<file path="config.mk">
export PLATFORM = sky130hd
export DESIGN_NAME = tvec_front
export DESIGN_NICKNAME = d
export VERILOG_FILES = /design/src/design/tvec_pkg.sv /design/src/design/tvec_front.sv
export SDC_FILE = /design/constraint.sdc
export NUM_CORES = 1
export LEC_CHECK = 0
export BUFFER_PORTS_ARGS = -buffer_cell sky130_fd_sc_hd__buf_2
export CAP_MARGIN = 10
export CORE_MARGIN = 4
export CORE_UTILIZATION = 55
export DETAILED_ROUTE_END_ITERATION = 16
export GPL_ROUTABILITY_DRIVEN = 0
export HOLD_SLACK_MARGIN = 0.1
export PLACE_DENSITY_LB_ADDON = 0.12
export SYNTH_ARGS = -nofsm -noshare
export SYNTH_HDL_FRONTEND = slang
export SYNTH_SLANG_ARGS = --single-unit
</file>
<file path="constraint.sdc">
create_clock -name clk -period 26.6 [get_ports clk]
set_input_delay 1.33 -clock clk [delete_from_list [all_inputs] [get_ports clk]]
set_output_delay 1.33 -clock clk [all_outputs]
set_load 0.01 [all_outputs]
</file>
<file path="src/design/tvec_pkg.sv">
// ----------------------------------------------------------------------------
// tvec_pkg
// Shared types and constants for the per-triangle tangent block.
// ----------------------------------------------------------------------------
package tvec_pkg;

    localparam int PW   = 32;   // position width, Q16.16
    localparam int TW   = 24;   // texcoord width, Q8.16
    localparam int DPW  = PW + 1;
    localparam int DTW  = TW + 1;
    localparam int DETW = 2 * DTW + 1;
    localparam int WW   = DPW + DTW + 1;
    localparam int MAW  = 34;   // multiplier operand a
    localparam int MBW  = 31;   // multiplier operand b
    localparam int PRW  = 64;   // stored product
    localparam int NW   = 30;   // normalized magnitude width
    localparam int SW   = 2 * NW + 2;
    localparam int LW   = SW / 2;
    localparam int QW   = 16;
    localparam int FRAC = 15;
    localparam int NUMW = NW + FRAC + 1;
    localparam int RQW  = LW + 2;

    localparam int NORM_HI  = 30;
    localparam int NORM_LO  = 29;
    localparam int NORM_BIG = 8;

    localparam int QDEPTH = 2;
    localparam int QAW    = $clog2(QDEPTH);

    localparam logic [1:0] SLOT_LAST = 2'd2;
    localparam logic [1:0] COMP_LAST = 2'd2;

    localparam logic [4:0] MUL_LAST  = 5'd8;
    localparam logic [4:0] SQ_LAST   = 5'd3;
    localparam logic [4:0] SQRT_LAST = 5'(LW - 1);
    localparam logic [4:0] DIV_LAST  = 5'(QW);

    localparam logic signed [QW-1:0] SAT_MAX = 16'sd32767;

    typedef struct packed {
        logic signed [PW-1:0] pos_x;
        logic signed [PW-1:0] pos_y;
        logic signed [PW-1:0] pos_z;
        logic signed [TW-1:0] tex_u;
        logic signed [TW-1:0] tex_v;
    } vertex_t;

    typedef struct packed {
        logic signed [QW-1:0] tan_x;
        logic signed [QW-1:0] tan_y;
        logic signed [QW-1:0] tan_z;
        logic                 degenerate_uv;
        logic                 zero_tangent;
        logic                 last_of_triangle;
    } result_t;

    typedef struct packed {
        logic signed [DPW-1:0] dp1_x;
        logic signed [DPW-1:0] dp1_y;
        logic signed [DPW-1:0] dp1_z;
        logic signed [DPW-1:0] dp2_x;
        logic signed [DPW-1:0] dp2_y;
        logic signed [DPW-1:0] dp2_z;
        logic signed [DTW-1:0] du1;
        logic signed [DTW-1:0] dv1;
        logic signed [DTW-1:0] du2;
        logic signed [DTW-1:0] dv2;
    } job_t;

    typedef enum logic [3:0] {
        BK_IDLE,
        BK_MUL,
        BK_MAG,
        BK_MAX,
        BK_NORM,
        BK_SQ,
        BK_SQRT,
        BK_DIV,
        BK_EMIT
    } back_state_t;

endpackage

</file>
<file path="src/design/tvec_front.sv">
// ----------------------------------------------------------------------------
// tvec_front
// Groups vertices in threes and forms position and texcoord deltas.
// ----------------------------------------------------------------------------
module tvec_front (
    input  logic              clk,
    input  logic              rst_n,
    input  logic              vertex_valid,
    output logic              vertex_stall,
    input  tvec_pkg::vertex_t vertex,
    output logic              push,
    output tvec_pkg::job_t    push_job,
    input  logic              queue_full
);

    logic [1:0]        slot_reg;
    logic [1:0]        slot_next;
    tvec_pkg::vertex_t held_reg [2];
    logic              accept;

    assign vertex_stall = (slot_reg == tvec_pkg::SLOT_LAST) && queue_full;
    assign accept       = vertex_valid && !vertex_stall;
    assign push         = accept && (slot_reg == tvec_pkg::SLOT_LAST);

    always_comb
    begin
        slot_next = slot_reg;
        if (accept)
        begin
            slot_next = (slot_reg == tvec_pkg::SLOT_LAST) ? 2'd0 : slot_reg + 2'd1;
        end
    end

    always_ff @(posedge clk or negedge rst_n)
    begin
        if (!rst_n)
        begin
            slot_reg <= 2'd0;
        end
        else
        begin
            slot_reg <= slot_next;
        end
    end

    always_ff @(posedge clk)
    begin
        if (accept && (slot_reg != tvec_pkg::SLOT_LAST))
        begin
            held_reg[slot_reg[0]] <= vertex;
        end
    end

    always_comb
    begin
        push_job.dp1_x = {held_reg[1].pos_x[31], held_reg[1].pos_x}
                       - {held_reg[0].pos_x[31], held_reg[0].pos_x};
        push_job.dp1_y = {held_reg[1].pos_y[31], held_reg[1].pos_y}
                       - {held_reg[0].pos_y[31], held_reg[0].pos_y};
        push_job.dp1_z = {held_reg[1].pos_z[31], held_reg[1].pos_z}
                       - {held_reg[0].pos_z[31], held_reg[0].pos_z};
        push_job.dp2_x = {vertex.pos_x[31], vertex.pos_x}
                       - {held_reg[0].pos_x[31], held_reg[0].pos_x};
        push_job.dp2_y = {vertex.pos_y[31], vertex.pos_y}
                       - {held_reg[0].pos_y[31], held_reg[0].pos_y};
        push_job.dp2_z = {vertex.pos_z[31], vertex.pos_z}
                       - {held_reg[0].pos_z[31], held_reg[0].pos_z};
        push_job.du1   = {held_reg[1].tex_u[23], held_reg[1].tex_u}
                       - {held_reg[0].tex_u[23], held_reg[0].tex_u};
        push_job.dv1   = {held_reg[1].tex_v[23], held_reg[1].tex_v}
                       - {held_reg[0].tex_v[23], held_reg[0].tex_v};
        push_job.du2   = {vertex.tex_u[23], vertex.tex_u}
                       - {held_reg[0].tex_u[23], held_reg[0].tex_u};
        push_job.dv2   = {vertex.tex_v[23], vertex.tex_v}
                       - {held_reg[0].tex_v[23], held_reg[0].tex_v};
    end

endmodule

</file>
* Word-level counts from Yosys, hierarchy flattened
Memory sizes are Yosys's and may differ from the RTL's. Cells that the tools add are included.
Cells by class: equality and inequality tests 2, muxes and demuxes 3, add/sub/neg operators 11, reductions and logical operators 5
Operators with widths (number):
- 32-bit by 32-bit subtractor with 33-bit output | 6
- 24-bit by 24-bit subtractor with 25-bit output | 4
- 1-bit logical AND | 4
- 2-bit by 1-bit adder with 2-bit output (second input constant) | 1
- 2-bit == test (second input constant) | 1
- 1-bit two-way mux | 2
- 2-bit two-way mux | 1
- 2-bit inequality test (second input constant) | 1
- 1-bit logical NOT | 1
Storage, ports and cells: register bits after elaboration 2, output and inout bits 300, memories 1, logic and storage cells 23, bits of input ports 148, RAM bits 288
Memory list:
- held_reg | words 2, width 144, rd ports 2, clocked after memory_dff 0, write ports 1, line tvec_front.sv:18 | tvec_pkg::vertex_t held_reg [2];

* Logic depth before layout (Yosys ltp)
depth after elaboration 7, mapped depth 13, gate-level depth less buffers 13

* Worst setup path before layout
Ideal clock, no wire load.
path kind input port to flip-flop, start point input vertex_valid, end point memory held_reg[0][0] in the netlist's numbering, enable pin, path buffers 0, setup time 827 ps, data arrival time 11128 ps, path slack 14645 ps, data required time 25773 ps, stages 2, cell sequence inv_1 > nor3_1
Between the ends: word-level cells in the longest chain between the ends 4
RTL lines:
- start, declared | line tvec_front.sv:8 | input logic vertex_valid,
- 1-bit logical AND | line tvec_front.sv:22 | assign accept = vertex_valid && !vertex_stall;
- 1-bit logical AND | line tvec_front.sv:48 | if (accept && (slot_reg != tvec_pkg::SLOT_LAST))
- 1-bit two-way mux | line tvec_front.sv:48
- 1-bit two-way mux (implied by the code) | line tvec_front.sv:50 | held_reg[slot_reg[0]] <= vertex;
- end, declared | line tvec_front.sv:18
Every way passes these cells.

==> out/metrics.cfg <==
[status]
outcome = finished clean

[route]
ant_nets = 0
drtIter0Drc = 1036
route.detailed.drc = 0
wl_per_cell_um = 18.79
drtPass1Iterations = 5
wl_um = 63550
viasPerCell = 5.796
vias = 19600

[clocking]
clkSlewWorstSetupHoldPaths_ps = 50
cts_buffers = 35
clkLatencyLatePin_ps = 540
cts_sinks = 290
clockRootBuffer = clkbuf_16
post_cts.resized_instances = 0
cts_tree = yes
cts-htree-levels = 2
clock_path_buffers = 3
post_cts_buffers = 0
cts_hold_buf = 0

[synthesis]
syn-cell-area_um2 = 23070
synthSimpleGateAreaFrac_pct = 11.29
synthXorXnorAreaFrac_pct = 9.376
avgSynthCellArea_um2 = 9.805
ys_types = 75
synth_top_area_share_pct = 37.48
syn_inst = 2353
yosysTopAreaCell = edfxtp_1
syn_nets = 2799
synth_fa_ha_area_share_pct = 16.49
synth_top_family_by_area = compound AO/OA/AOI/OAI gates
synth_seq_cells = 290
synth-compound-area-share_pct = 20.53
synth-main-ff-cell = edfxtp_1
synth-seq-area-share_pct = 37.70
async_flop_share_pct = 0.6897
synthMuxAreaShare_pct = 0.1790
yosys-top-cells-count = edfxtp_1 (288), ha_1 (288), inv_1 (238), a21oi_1 (198), xnor2_1 (161)
synth-edff-count = 288
yosys_warnings = 0
yosys-top-cells-area = edfxtp_1 (37%), ha_1 (16%), xnor2_1 (6.1%)

[floorplan]
rows = 74
dieArea_um2 = 45290
io-pin-count = 448
initial_core_util_pct = 56.12
die_w_um = 212.8
core_area_um2 = 41110
die_y_um = 212.8

[place]
placed_area_um2 = 25890
place_ws_ps = 20590
io_buffer_count = 447
dp_hpwl_um = 50450

[critical_path]
cp.arrival_ps = 4670
r2r_slack_ps = 24430
reg2reg_from = slot_reg[0]
startpoint_type = primary input
worstSetupEndpointType = output port
startpoint = vertex[1]
worst-path-max-fanout = 4
required_ps = 25270
critPathKind = in -> out

[global_route]
grt_util_all_layers_pct = 26.75
grt_max_degree = 145
overflow = 0
antenna_found_initial = 19
grt_pass1_wl_um = 97560
grt_pass1_vias = 19300

[power_and_ir_drop]
powerDensity_nw_per_um2 = 94.57
totalPowerFinal_mw = 2.557
p_leak_nw = 12.66
peakVddDrop_mv = 0.1080

[finish]
finish.utilization_pct = 65.77
multiInputGateArea_um2 = 13360
finalInstanceArea_um2 = 27040
nets = 3252
areaGrowthSynthToFinish_pct = 17.19
fill_cells = 3385
drive_above_1_share_pct = 18.34
register_area_um2 = 8698
largest_reg_flops = 288

[timing]
tns_ps = 0
hold_viol_final = 0
grt_setup_unrepaired = no
period_needed_ps = 5999
clock_skew_ps = 12.20
period_share_pct = 22.55
worst_slack_ps = 20600
report.final.slew_viol_count = 0
max-slew-margin-rel_pct = 30.89
tightest_slew_ps = 1037
clock.fmax_mhz = 166.7
setup_viol = 0

[worst_hold_path]
min_path_type = reg -> reg
worstHoldStart = slot_reg[1]

[job]
cap_violations = 0

metrics by stage:
| step | hold WS [ps] | instances |
|---|---|---|
| floorplan | 472.4 | 2353 |
| global placement | 506.1 | 3300 |
| detailed placement | 537.4 | 3300 |
| CTS | 524.7 | 3361 |
| global route | 554.4 | 3375 |
| finish | 535.7 | 3382 |
layout by cell type, fill, tap and decap left out, types with 15 or more instances in the layout:
cell,instances
buf_2,447
ha_1,288
edfxtp_1,288
inv_1,238
a21oi_1,198
xnor2_1,161
a21o_1,140
nor2_1,138
nand2_1,119
xor2_1,86
o21ai_0,70
nand3_1,51
nor2b_1,50
o21ai_1,49
o21a_1,43
clkbuf_16,37
nand2b_1,35
a31oi_1,34
and3_1,28
o21bai_1,27
nand4_1,23
nor3_1,21
diode_2,20
o211ai_1,16
o31ai_1,15
routing by layer:
metal | vias up | share of wire [%] | wire, um | track usage (%)
li1 | 9575 | - | - | -
met1 | 9211 | 41 | 25930 | 32.50
met2 | 645 | 47 | 29950 | 45.44
met3 | 161 | 7.6 | 4805 | 6.289
met4 | 10 | 4.4 | 2791 | 12.11
met5 | - | 0.11 | 72 | 0
path summary, 6_finish.rpt:
path                                        end  cells after the start
worst max-delay path               push_job[21]                     13
worst min-delay path                slot_reg[1]                      1
worst max register to register  held_reg[1][99]                      2
worst min register to register      slot_reg[1]                      1
max in group asynchronous           slot_reg[1]                      1
min in group asynchronous           slot_reg[0]                      1
report_power, final:
part	leakage (nW)	total (mW)	internal, mW	switching, mW
Sequential	2.69	0.629	0.606	0.0228
Clock	0.536	0.462	0.273	0.189
Combinational	9.43	1.47	0.580	0.886
cells by family after synthesis:
logic type               after synthesis
AO/OA/AOI/OAI                        718
XOR/XNOR                             247
buffers and inverters                273
multiplexers                           4
AND/OR/NAND/NOR                      523
adder cells (fa/ha/maj)              298
flip-flops                           290
worst max-delay path: stages:
cell and delay (ps):
buf_2 120, ha_1 280, nor2b_1 150, o2111ai_1 260, a41oi_1 260, a2111oi_0 770
o22ai_1 250, nor4_1 290, o41a_1 290, o21bai_1 80, a21oi_1 170, xnor2_1 210
buf_2 200
area by class of cell:
cell class | instances | share of cell area, %
multi-input cells | 1790 | 49.40
flip-flops and latches | 290 | 32.17
repair buffers | 451 | 8.450
clock buffers | 44 | 3.522
inverters | 238 | 3.304
well taps | 532 | 2.462
clock inverters | 17 | 0.5090
diodes | 20 | 0.1851
Note: power is estimated with default switching activity, not from simulation.
