File: src/design/tvec_pkg.sv
// ----------------------------------------------------------------------------
// tvec_pkg
// Shared types and constants for the per-triangle tangent block.
// ----------------------------------------------------------------------------
package tvec_pkg;

    localparam int PW   = 32;   // position width, Q16.16
    localparam int TW   = 24;   // texcoord width, Q8.16
    localparam int DPW  = PW + 1;
    localparam int DTW  = TW + 1;
    localparam int DETW = 2 * DTW + 1;
    localparam int WW   = DPW + DTW + 1;
    localparam int MAW  = 34;   // multiplier operand a
    localparam int MBW  = 31;   // multiplier operand b
    localparam int PRW  = 64;   // stored product
    localparam int NW   = 30;   // normalized magnitude width
    localparam int SW   = 2 * NW + 2;
    localparam int LW   = SW / 2;
    localparam int QW   = 16;
    localparam int FRAC = 15;
    localparam int NUMW = NW + FRAC + 1;
    localparam int RQW  = LW + 2;

    localparam int NORM_HI  = 30;
    localparam int NORM_LO  = 29;
    localparam int NORM_BIG = 8;

    localparam int QDEPTH = 2;
    localparam int QAW    = $clog2(QDEPTH);

    localparam logic [1:0] SLOT_LAST = 2'd2;
    localparam logic [1:0] COMP_LAST = 2'd2;

    localparam logic [4:0] MUL_LAST  = 5'd8;
    localparam logic [4:0] SQ_LAST   = 5'd3;
    localparam logic [4:0] SQRT_LAST = 5'(LW - 1);
    localparam logic [4:0] DIV_LAST  = 5'(QW);

    localparam logic signed [QW-1:0] SAT_MAX = 16'sd32767;

    typedef struct packed {
        logic signed [PW-1:0] pos_x;
        logic signed [PW-1:0] pos_y;
        logic signed [PW-1:0] pos_z;
        logic signed [TW-1:0] tex_u;
        logic signed [TW-1:0] tex_v;
    } vertex_t;

    typedef struct packed {
        logic signed [QW-1:0] tan_x;
        logic signed [QW-1:0] tan_y;
        logic signed [QW-1:0] tan_z;
        logic                 degenerate_uv;
        logic                 zero_tangent;
        logic                 last_of_triangle;
    } result_t;

    typedef struct packed {
        logic signed [DPW-1:0] dp1_x;
        logic signed [DPW-1:0] dp1_y;
        logic signed [DPW-1:0] dp1_z;
        logic signed [DPW-1:0] dp2_x;
        logic signed [DPW-1:0] dp2_y;
        logic signed [DPW-1:0] dp2_z;
        logic signed [DTW-1:0] du1;
        logic signed [DTW-1:0] dv1;
        logic signed [DTW-1:0] du2;
        logic signed [DTW-1:0] dv2;
    } job_t;

    typedef enum logic [3:0] {
        BK_IDLE,
        BK_MUL,
        BK_MAG,
        BK_MAX,
        BK_NORM,
        BK_SQ,
        BK_SQRT,
        BK_DIV,
        BK_EMIT
    } back_state_t;

endpackage

File: src/design/tvec_fifo.sv
// ----------------------------------------------------------------------------
// tvec_fifo
// Short request queue between the front and the back.
// ----------------------------------------------------------------------------
module tvec_fifo (
    input  logic           clk,
    input  logic           rst_n,
    input  logic           push,
    input  tvec_pkg::job_t push_job,
    output logic           full,
    input  logic           pop,
    output logic           not_empty,
    output tvec_pkg::job_t pop_job
);

    tvec_pkg::job_t          mem [tvec_pkg::QDEPTH];
    logic [tvec_pkg::QAW-1:0] wr_ptr_reg;
    logic [tvec_pkg::QAW-1:0] rd_ptr_reg;
    logic [tvec_pkg::QAW:0]   count_reg;
    logic                     do_push;
    logic                     do_pop;

    assign full      = (count_reg == (tvec_pkg::QAW+1)'(tvec_pkg::QDEPTH));
    assign not_empty = (count_reg != '0);
    assign do_push   = push && !full;
    assign do_pop    = pop && not_empty;
    assign pop_job   = mem[rd_ptr_reg];

    always_ff @(posedge clk or negedge rst_n)
    begin
        if (!rst_n)
        begin
            wr_ptr_reg <= '0;
            rd_ptr_reg <= '0;
            count_reg  <= '0;
        end
        else
        begin
            if (do_push)
            begin
                wr_ptr_reg <= (wr_ptr_reg == tvec_pkg::QAW'(tvec_pkg::QDEPTH - 1))
                              ? '0 : wr_ptr_reg + 1'b1;
            end
            if (do_pop)
            begin
                rd_ptr_reg <= (rd_ptr_reg == tvec_pkg::QAW'(tvec_pkg::QDEPTH - 1))
                              ? '0 : rd_ptr_reg + 1'b1;
            end
            if (do_push && !do_pop)
            begin
                count_reg <= count_reg + 1'b1;
            end
            else if (do_pop && !do_push)
            begin
                count_reg <= count_reg - 1'b1;
            end
        end
    end

    always_ff @(posedge clk)
    begin
        if (do_push)
        begin
            mem[wr_ptr_reg] <= push_job;
        end
    end

endmodule

File: config.mk
export PLATFORM = sky130hd
export DESIGN_NAME = tvec_fifo
export DESIGN_NICKNAME = d
export VERILOG_FILES = /design/src/design/tvec_pkg.sv /design/src/design/tvec_fifo.sv
export SDC_FILE = /design/constraint.sdc
export NUM_CORES = 1
export LEC_CHECK = 0
export CAP_MARGIN = 25
export CORE_AREA = 4 4 229 231
export CTS_BUF_LIST = sky130_fd_sc_hd__clkbuf_4 sky130_fd_sc_hd__clkbuf_8
export DETAILED_ROUTE_END_ITERATION = 10
export DIE_AREA = 0 0 233 235
export DONT_BUFFER_PORTS = 1
export PLACE_DENSITY = 0.63
export SLEW_MARGIN = 20
export SYNTH_ARGS = -nofsm -noshare
export SYNTH_HDL_FRONTEND = slang
export SYNTH_SLANG_ARGS = --single-unit
File: constraint.sdc
create_clock -name clk -period 18.3 [get_ports clk]
set_input_delay 2.745 -clock clk [delete_from_list [all_inputs] [get_ports clk]]
set_output_delay 2.745 -clock clk [all_outputs]
set_load 0.01 [all_outputs]
# Word level (Yosys, flattened, before mapping)
# Memory sizes are Yosys's and may differ from the RTL's.
# Cells that the tools add are included.
word_totals:
  register_bits: 4
  latchBits: 0
  ramBits: 596
  rom_bits: 0
  inputBits: 302
  out_inout_bits: 300
  word_cells: 24
  mem_count: 1
classes:
  addsub: 4
  mul: 0
  n_div: 0
  order_cmp: 0
  n_eq_ne: 1
  n_shift: 0
  n_mux: 6
  n_bitwise: 0
  n_reduce_logical: 9
memory_table:
  columns: ["name", "words", "word_bits", "rd", "rd_clocked_by_memory_dff", "wr", "line", "rtl"]
  rows:
  - ["mem", 2, 298, 1, 0, 1, "tvec_fifo.sv:16", "tvec_pkg::job_t mem [tvec_pkg::QDEPTH];"]
ops:
  columns: ["cell", "count"]
  rows:
  - ["logical AND 1 bit", 4]
  - ["two-way mux 1 bit", 4]
  - ["two-way mux 2 bit", 2]
  - ["nonzero test 2 bit", 2]
  - ["logical NOT 1 bit", 3]
  - ["adder 1 bit (second input constant)", 2]
  - ["adder 2 x 1 -> 2 bit (second input constant)", 1]
  - ["equality test 2 bit (second input constant)", 1]
  - ["subtractor 2 x 1 -> 2 bit (second input constant)", 1]

# Depth between registers and ports, before layout
# Gate-level depths: netlist of the first run.
logic_depth:
  word_depth: 7
  ltp_mapped: 7
  depth_no_buf: 7

# Least setup slack after synthesis of the first run
# Ideal clock, no wire load.
synth_path:
  path_type: "input -> register"
  from: "in push"
  to: "mem mem[0][0] in the netlist's numbering (enable)"
  setup_time_ns: 0.963
  arrival_ns: 15.172
  required_ns: 17.337
  slack_ns: 2.165
  stages: 2
  path_buffers: 0
  cell_sequence: "nand2_1 -> nor2_1"
synth_between:
  elab_chain_len: 3
synth_rtl:
  columns: ["element", "line", "rtl"]
  rows:
  - ["start, declared", "tvec_fifo.sv:8", "input logic push,"]
  - ["logical AND 1 bit", "tvec_fifo.sv:25", "assign do_push = push && !full;"]
  - ["two-way mux 1 bit", "tvec_fifo.sv:62", "if (do_push)"]
  - ["two-way mux 1 bit (implied by the code)", "tvec_fifo.sv:64", "mem[wr_ptr_reg] <= push_job;"]
  - ["end, declared", "tvec_fifo.sv:16", null]
# No other way between the ends.

==> summary.md, run 1 <==
| Metric | Value |
|---|---|
| Run status | `finished, final reports clean` |
| Die span in x | `233 um` |
| Drt first-iter violations | `689` |
| Antenna Nets Post-Route | `0` |
| DR vias | `9046` |
| Initial antenna violation count | `0` |
| Vias per inst | `5.12` |
| First-pass GRT wire length | `66.8 mm` |
| CTS tree | `built` |
| Startpoint Class | `register` |
| Crit share post-route | `35.1%` |
| Clock period minus worst slack | `6420 ps` |
| Chip Height | `235 um` |
| Hold_buf cts | `0` |
| Setup TNS | `0 ps` |
| Layout area overhead | `11.2%` |
| Vias in the first global route | `9723` |
| Area after DPL | `23200 um^2` |
| Max FO, Critical Path | `66` |
| Slowest stage delay, CP | `880 ps` |
| Gate power share | `27.8%` |
| RSZ-0062 raised after global routing | `no` |
| Crit path arrival time | `3670 ps` |
| Pleak | `8.70 nW` |
| PD cells | `169 nW/um^2` |
| ANT cells | `0` |
| Setup Viol. Count Final | `0` |
| F_max | `0.156 GHz` |
| Worst setup EP type | `output port` |
| FF+latch count, synth | `600` |
| Post-cts sizing count | `0` |
| Reg clk slew, reported paths | `60 ps` |
| Syn_nets | `1249` |
| Area of the mapped netlist | `22500 um^2` |
| Top delay family on crit path | `buffers and inverters` |
| Final Slew Violations | `0` |
| MaxCap Viol Count | `0` |
| Layout cells sized above 1 | `41.9%` |
| Port Buffers | `0` |
| Largest net degree at the start of global routing | `162` |
| Clk sinks | `600` |
| Synth Warn # | `0` |
| Avg WL per Cell | `27.0 um` |
| Drt pass-1 iters | `4` |
| Fin nets | `1326` |
| Buffers plus inverters on the worst setup path | `3` |
| Worst slew margin | `21.2%` |
| Final hold vios | `0` |
| Clock Latency Late Sink | `660 ps` |
| GP Congestion | `0.868` |
| Max reg flops | `596` |
| Yosys cell types | `16` |
| Net Switching | `1.27 mW` |
| Final Cell Area | `25000 um^2` |
| I/O pins | `602` |
| Pint | `2.95 mW` |
| Most frequent CP cell | `buf_4` |
| Avg Synthesized Cell Area | `23.8 um^2` |
| Post-CTS Setup Bufs | `0` |
| Required @ worst endpoint | `15550 ps` |
| H-tree levels | `3` |
| Max stage delay cell, worst path | `dfrtp_4` |
| Clk network pwr share | `25.2%` |
| Post-synthesis cell count | `946` |
| Initial Util | `45.0%` |
| Longest Clk Path Bufs | `3` |
| Die area | `54800 um^2` |
| Final WL | `47.7 mm` |
| HP Class | `register to register` |
| Rows | `82` |
| DR DRC count | `0` |
| Total CTS buffers | `96` |
| Flop pwr share | `46.9%` |
| Peak VDD IR | `121 uV` |
| Hpwl dp | `33.2 mm` |
| CP Class | `register to output port` |
| Core Area | `50100 um^2` |
| Register area share after synthesis | `80.0%` |
| GRT overflow | `0` |
| Root buffer cell | `clkbuf_8` |
| GRT Total Usage | `16.8%` |
| Clk_skew | `22.6 ps` |
| Critical path, cell by cell | `buf_4 > buf_4 > buf_16 > mux2_4` |
| Switching Fraction | `30.1%` |
| Least-Margin Pin Slew | `1180 ps` |
## final timing paths
check	cells past startpoint	slack (ps)	startpoint	endpoint
max in group asynchronous	0	16450	rst_n	count_reg[1]
max reg2reg	5	14890	count_reg[0]	mem[0][204]
min reg2reg	1	490	count_reg[1]	count_reg[1]
max	4	11880	rd_ptr_reg	pop_job[197]
min	1	490	count_reg[1]	count_reg[1]
min in group asynchronous	0	1770	rst_n	count_reg[0]
## kinds of logic after synthesis
group | after synthesis | share of synthesized area, %
buffers and inverters | 35 | 1.40
xor gates and xnor gates | 5 | 0.195
and+or+nand+nor | 7 | 0.150
DFF | 600 | 80.0
adders and majority gates | 1 | 0.0556
muxes | 298 | 18.2
## power groups by stage
stage | clock (mW) | sequential, mW | combinational, mW
2_1_floorplan | 0 | 2.10 | 0.986
3_3_place_gp | 0 | 2.01 | 1.18
3_5_place_dp | 0 | 2.01 | 1.19
4_1_cts | 1.10 | 1.99 | 1.19
5_1_grt | 1.17 | 2.00 | 1.24
6_report | 1.06 | 1.98 | 1.17
## stage by stage
stage / hold slack (ps) / util, % / cells / setup WS (ps) / power, mW
finish: 491 / 50.0 / 1767 / 11880 / 4.22
global route: 514 / 50.0 / 1767 / 11670 / 4.42
CTS: 493 / 49.8 / 1764 / 11560 / 4.27
detailed placement: 484 / 46.2 / 1594 / 12330 / 3.20
global placement: 480 / 46.2 / 1594 / 12410 / 3.18
floorplan: 456 / - / 946 / 2170 / 3.08
## routing by layer
| layer | wire length (um) | share of wire [%] | vias up | track usage, % |
|---|---|---|---|---|
| li1 | - | - | 3942 | - |
| met3 | 6200 | 13 | 67 | 9.53 |
| met4 | 1210 | 2.5 | 0 | 6.52 |
| met1 | 14800 | 31 | 4604 | 16.1 |
| met2 | 25500 | 53 | 433 | 29.6 |
| met5 | 0 | 0 | - | 0 |
## layout make-up
class                   instances  area (um^2)
fillers                      4018        25000
multi-input cells             311         4210
clock buffers                 127         1560
repair buffers                 12          175
well taps                     672          841
inverters                       2         7.51
clock inverters                43          246
flip-flops and latches        600        18000
## cell usage after synthesis, drive strengths merged
cell type  count  area share [%]
and3           1           0.028
buf           33             1.4
nand2          2           0.033
xor2           2           0.078
dfrtp          4            0.44
xnor2          3            0.12
inv            2           0.033
edfxtp       596              80
mux2         298              18
nor2           2           0.033
nand2b         1           0.028
or2            1           0.028
ha             1           0.056
## cells in the final DEF, fill, tap and decap left out, types with 2 or more instances in the layout
cell type and count:
clkbuf_8 97, clkinvlp_4 5, clkinv_2 8, edfxtp_1 596, clkbuf_4 30, xnor2_1 3, buf_12 2, xor2_1 2
inv_1 2, clkinv_1 25, mux2_2 98, dfrtp_1 3, buf_4 7, nand2_1 2, buf_16 3, mux2_4 200
Note: power is estimated with default switching activity, not from simulation.
==> inputs of run 2 (changes only) <==
clock period = 6.6 ns   (was 18.3 ns; I/O delays follow)
==> summary.md, run 2 (same netlist as run 1, synthesis figures left out) <==
| Metric | Value |
|---|---|
| Run status | `finished, final reports clean` |
| Top delay family on crit path | `flip-flops` |
| H-tree levels | `3` |
| Crit path arrival time | `2840 ps` |
| DP Cell Count | `1593` |
| Slowest stage delay, CP | `890 ps` |
| Clk sinks | `600` |
| Final hold vios | `0` |
| Vias per inst | `5.10` |
| Least-Margin Pin Slew | `1110 ps` |
| Total CTS buffers | `96` |
| Minimum hold slack | `422 ps` |
| Total Power | `11.7 mW` |
| Fin nets | `1323` |
| Highest metal used | `met5` |
| Avg WL per Cell | `26.4 um` |
| I/O pins | `602` |
| Startpoint Class | `register` |
| RR Endpoint | `mem[1][204]` |
| Worst r2r src | `count_reg[0]` |
| Max reg flops | `596` |
| CP Class | `register to output port` |
| Crit share post-route | `58.1%` |
| Worst hold path depth | `0` |
| Final WL | `46.6 mm` |
| Port Buffers | `0` |
| Core Area | `50100 um^2` |
| Required @ worst endpoint | `5610 ps` |
| Largest net degree at the start of global routing | `173` |
| Initial antenna violation count | `3` |
| GRT Total Usage | `16.4%` |
| Setup TNS | `0 ps` |
| Final core utilization | `50.0%` |
| Most frequent cells in the layout | `edfxtp_1 (596), mux2_4 (200), clkbuf_8 (99)` |
| Layout area overhead | `11.2%` |
| Min-delay src | `push_job[4]` |
| Longest Clk Path Bufs | `3` |
| Critical path, cell by cell | `buf_12 > mux2_2` |
| Pre-CTS setup slack | `3430 ps` |
| Hpwl dp | `31.9 mm` |
| Clock period minus worst slack | `3830 ps` |
| Area after DPL | `23200 um^2` |
| CTS tree | `built` |
| Reg2Reg Setup Slack | `3850 ps` |
| Die span in x | `233 um` |
| First-pass GRT wire length | `65.8 mm` |
| Setup Viol. Count Final | `0` |
| Vias in the first global route | `9624` |
| Peak VDD IR | `306 uV` |
| DR vias | `8999` |
| Worst setup EP type | `output port` |
| GP Congestion | `0.788` |
| Drt first-iter violations | `546` |
| Final Cell Area | `25000 um^2` |
| FF-to-FF path depth | `3` |
| Layout cells sized above 1 | `42.5%` |
| HP Class | `input port to register` |
| Metal3 WL | `5.94 mm` |
| Clk_skew | `34.7 ps` |
| Met1 WL | `14.9 mm` |
| Root buffer cell | `clkbuf_8` |
| Die area | `54800 um^2` |
| Chip Height | `235 um` |
| Pleak | `8.71 nW` |
| Rows | `82` |
| Commonest non-fill, non-tap cell in the layout | `edfxtp_1` |
| Post-CTS Setup Bufs | `0` |
| Drt pass-1 iters | `6` |
| PD cells | `466 nW/um^2` |
| Antenna Nets Post-Route | `0` |
| MaxCap Viol Count | `0` |
| Worst slew margin | `25.7%` |
| Initial Util | `45.0%` |
| RSZ-0062 raised after global routing | `no` |
| F_max | `0.261 GHz` |
| Buffers plus inverters on the worst setup path | `1` |
| WHS Endpoint | `mem[0][4]` |
| Max FO, Critical Path | `106` |
| Final std cells w/o fill | `1763` |
| GRT overflow | `0` |
| Met2 wire length | `24.8 mm` |
| Post-route setup slack | `2770 ps` |
| DR DRC count | `0` |
| Max stage delay cell, worst path | `dfrtp_4` |
| Clock Latency Late Sink | `660 ps` |
| Reg clk slew, reported paths | `60 ps` |
| Final Slew Violations | `0` |
run 2: worst max-delay path by stage:
stage | start | end | cells after the start | slack [ps]
after floorplan | push | mem[0][0] | 2 | 640
after CTS | rd_ptr_reg | pop_job[280] | 2 | 2670
after global placement | rd_ptr_reg | pop_job[6] | 2 | 3460
after global routing | rd_ptr_reg | pop_job[280] | 2 | 2590
final | rd_ptr_reg | pop_job[280] | 2 | 2770
after detailed placement | rd_ptr_reg | pop_job[280] | 2 | 3430
run 2: routing by layer:
| layer | track usage, % | up-vias |
|---|---|---|
| li1 | - | 3933 |
| met1 | 15.8 | 4578 |
| met2 | 29.0 | 411 |
| met3 | 9.96 | 73 |
| met4 | 5.14 | 4 |
| met5 | 0 | - |
run 2: what timing repair did:
action                                  CTS  global route
hold buffers                              1             0
endpoints found under the hold margin     4             0
resized for setup                         0             0
endpoints found under the setup margin    0             0
run 2: area by class of cell:
| type | count | area, um^2 |
|---|---|---|
| multi-input cells | 311 | 4210 |
| flip-flops and latches | 600 | 18000 |
| clock buffers | 136 | 1640 |
| clock inverters | 31 | 189 |
| inverters | 2 | 7.51 |
| fillers | 4055 | 25000 |
| diodes | 2 | 5.00 |
| repair buffers | 9 | 133 |
| well taps | 672 | 841 |
run 2: report_power, final:
| group | leakage (nW) | total (mW) | internal, mW | switching [mW] |
|---|---|---|---|---|
| logic | 2.15 | 3.22 | 1.35 | 1.87 |
| clock network | 0.979 | 2.98 | 1.64 | 1.34 |
| registers | 5.58 | 5.48 | 5.23 | 0.249 |
| total | 8.71 | 11.7 | 8.21 | 3.46 |
run 2: worst register-to-register path, cell delays in order, from the launching register on:
cell	delay [ps]
dfrtp_1	410
nand2b_1	190
and3_4	820
buf_12	560
==> inputs of run 3 (changes only) <==
PLACE_DENSITY = 0.66   (was 0.63)
clock period = 3.1 ns   (was 6.6 ns; I/O delays follow)
==> summary.md, run 3 (same netlist as run 1, synthesis figures left out) <==
| Metric | Value |
|---|---|
| Vias per inst | `5.04` |
| CP Class | `register to output port` |
| Clock period minus worst slack | `2760 ps` |
| GRT Total Usage | `18.2%` |
| Pint | `17.6 mW` |
| CTS tree | `built` |
| Max stage delay cell, worst path | `dfrtp_4` |
| F_max | `0.363 GHz` |
| Max reg flops | `596` |
| Flop pwr share | `46.0%` |
| Clock Latency Late Sink | `640 ps` |
| Final hold vios | `0` |
| Rows | `82` |
| Startpoint Class | `register` |
| Final Slew Violations | `0` |
| Longest Clk Path Bufs | `3` |
| Crit share post-route | `89.0%` |
| Net Switching | `7.73 mW` |
| Die span in x | `233 um` |
| Largest net degree at the start of global routing | `132` |
| Total Power | `25.3 mW` |
| Hpwl dp | `34.3 mm` |
| Worst setup EP type | `output port` |
| PD cells | `898 nW/um^2` |
| Clk sinks | `600` |
| RSZ-0062 raised after global routing | `no` |
| Setup Viol. Count Final | `0` |
| Reg clk slew, reported paths | `60 ps` |
| I/O pins | `602` |
| Antenna Nets Post-Route | `0` |
| DR vias | `10500` |
| Pleak | `10.0 nW` |
| DR DRC count | `0` |
| Drt first-iter violations | `562` |
| Crit path arrival time | `2290 ps` |
| Commonest non-fill, non-tap cell in the layout | `edfxtp_1` |
| Chip Height | `235 um` |
| Most frequent cells in the layout | `edfxtp_1 (596), dlygate4sd3_1 (301), mux2_4 (200)` |
| Max FO, Critical Path | `68` |
| Clk network pwr share | `24.0%` |
| H-tree levels | `3` |
| Final core utilization | `56.3%` |
| MaxCap Viol Count | `0` |
| Reg2Reg Setup Slack | `1080 ps` |
| Minimum hold slack | `106 ps` |
| Critical path origin | `rd_ptr_reg` |
| Die area | `54800 um^2` |
| Total CTS buffers | `94` |
| Layout area overhead | `25.2%` |
| Core Area | `50100 um^2` |
| Final WL | `51.6 mm` |
| First-pass GRT wire length | `74.1 mm` |
| Drt pass-1 iters | `4` |
| Slowest stage delay, CP | `690 ps` |
| GP Congestion | `0.841` |
| Peak VDD IR | `566 uV` |
| Worst slew margin | `38.6%` |
| Critical path, cell by cell | `buf_12 > mux2_4` |
| Root buffer cell | `clkbuf_8` |
| Switching Fraction | `30.5%` |
| Vias in the first global route | `11500` |
| Least-Margin Pin Slew | `921 ps` |
| Setup TNS | `0 ps` |
| Fin nets | `1641` |
| Required @ worst endpoint | `2630 ps` |
| Clk_skew | `20.2 ps` |
| Port Buffers | `0` |
| Worst r2r src | `count_reg[0]` |
| Run status | `finished, final reports clean` |
| GRT overflow | `0` |
| DP Cell Count | `1613` |
| Initial Util | `45.0%` |
| Avg WL per Cell | `24.8 um` |
| Final std cells w/o fill | `2083` |
| HP Class | `input port to asynchronous set/reset pin` |
| Gate power share | `30.0%` |
| Layout cells sized above 1 | `33.5%` |
| Initial antenna violation count | `7` |
## run 3: changes by cell type in the layout (fill, tap and decap cells not counted), sizes merged
cell,before,now
buf,8,28
bufinv,1,0
clkbuf,136,123
clkinv,26,33
clkinvlp,2,5
diode,2,7
dlygate4sd3,1,301
inv,4,3
## run 3: worst paths after layout
check	to	cells past startpoint
setup / recovery	pop_job[58]	2
hold / removal	rd_ptr_reg	1
setup reg to reg	mem[1][258]	3
hold reg to reg	count_reg[1]	1
max in group asynchronous	rd_ptr_reg	1
min in group clk	mem[1][59]	1
## run 3: area by class of cell
class | instances | area [um^2]
Fill cell | 3676 | 21900
Sequential cell | 600 | 18000
Multi-Input combinational cell | 311 | 4220
Timing Repair Buffer | 329 | 3370
Clock buffer | 123 | 1520
Tap cell | 672 | 841
Clock inverter | 39 | 183
Antenna cell | 7 | 17.5
Inverter | 2 | 7.51
## run 3: power groups by stage
stage	combinational [mW]	sequential (mW)	clock [mW]
after detailed placement	7.28	11.8	0
after global placement	7.21	11.7	0
after CTS	7.67	11.6	6.18
final	7.60	11.6	6.08
after global routing	7.98	11.8	6.64
after floorplan	5.84	11.8	0
## run 3: routing by layer
layer,global-route usage [%],wire (um),vias to the layer above
met1,19.5,17800,5319
met5,0,0,-
met4,6.12,1490,0
met2,32.2,27400,509
li1,-,-,4574
met3,7.69,4840,97
## run 3: repair_timing
item                                   CTS  global route
setup buffers                            0             0
resized for setup                        0             0
hold buffers                           301             0
endpoints found under the hold margin  602             0
## run 3: critical path: cells and delay by family, from the launching register on
| kind | cells | cell delay, ps |
|---|---|---|
| flops | 1 | 690 |
| mux | 1 | 380 |
| buf+inv | 1 | 430 |
## run 3: through the flow
step	cell area, um^2	setup WS (ps)
after global routing	28200	214
after global placement	23400	1030
after detailed placement	23400	994
after floorplan	22500	-2320
after CTS	28200	241
final	28200	342
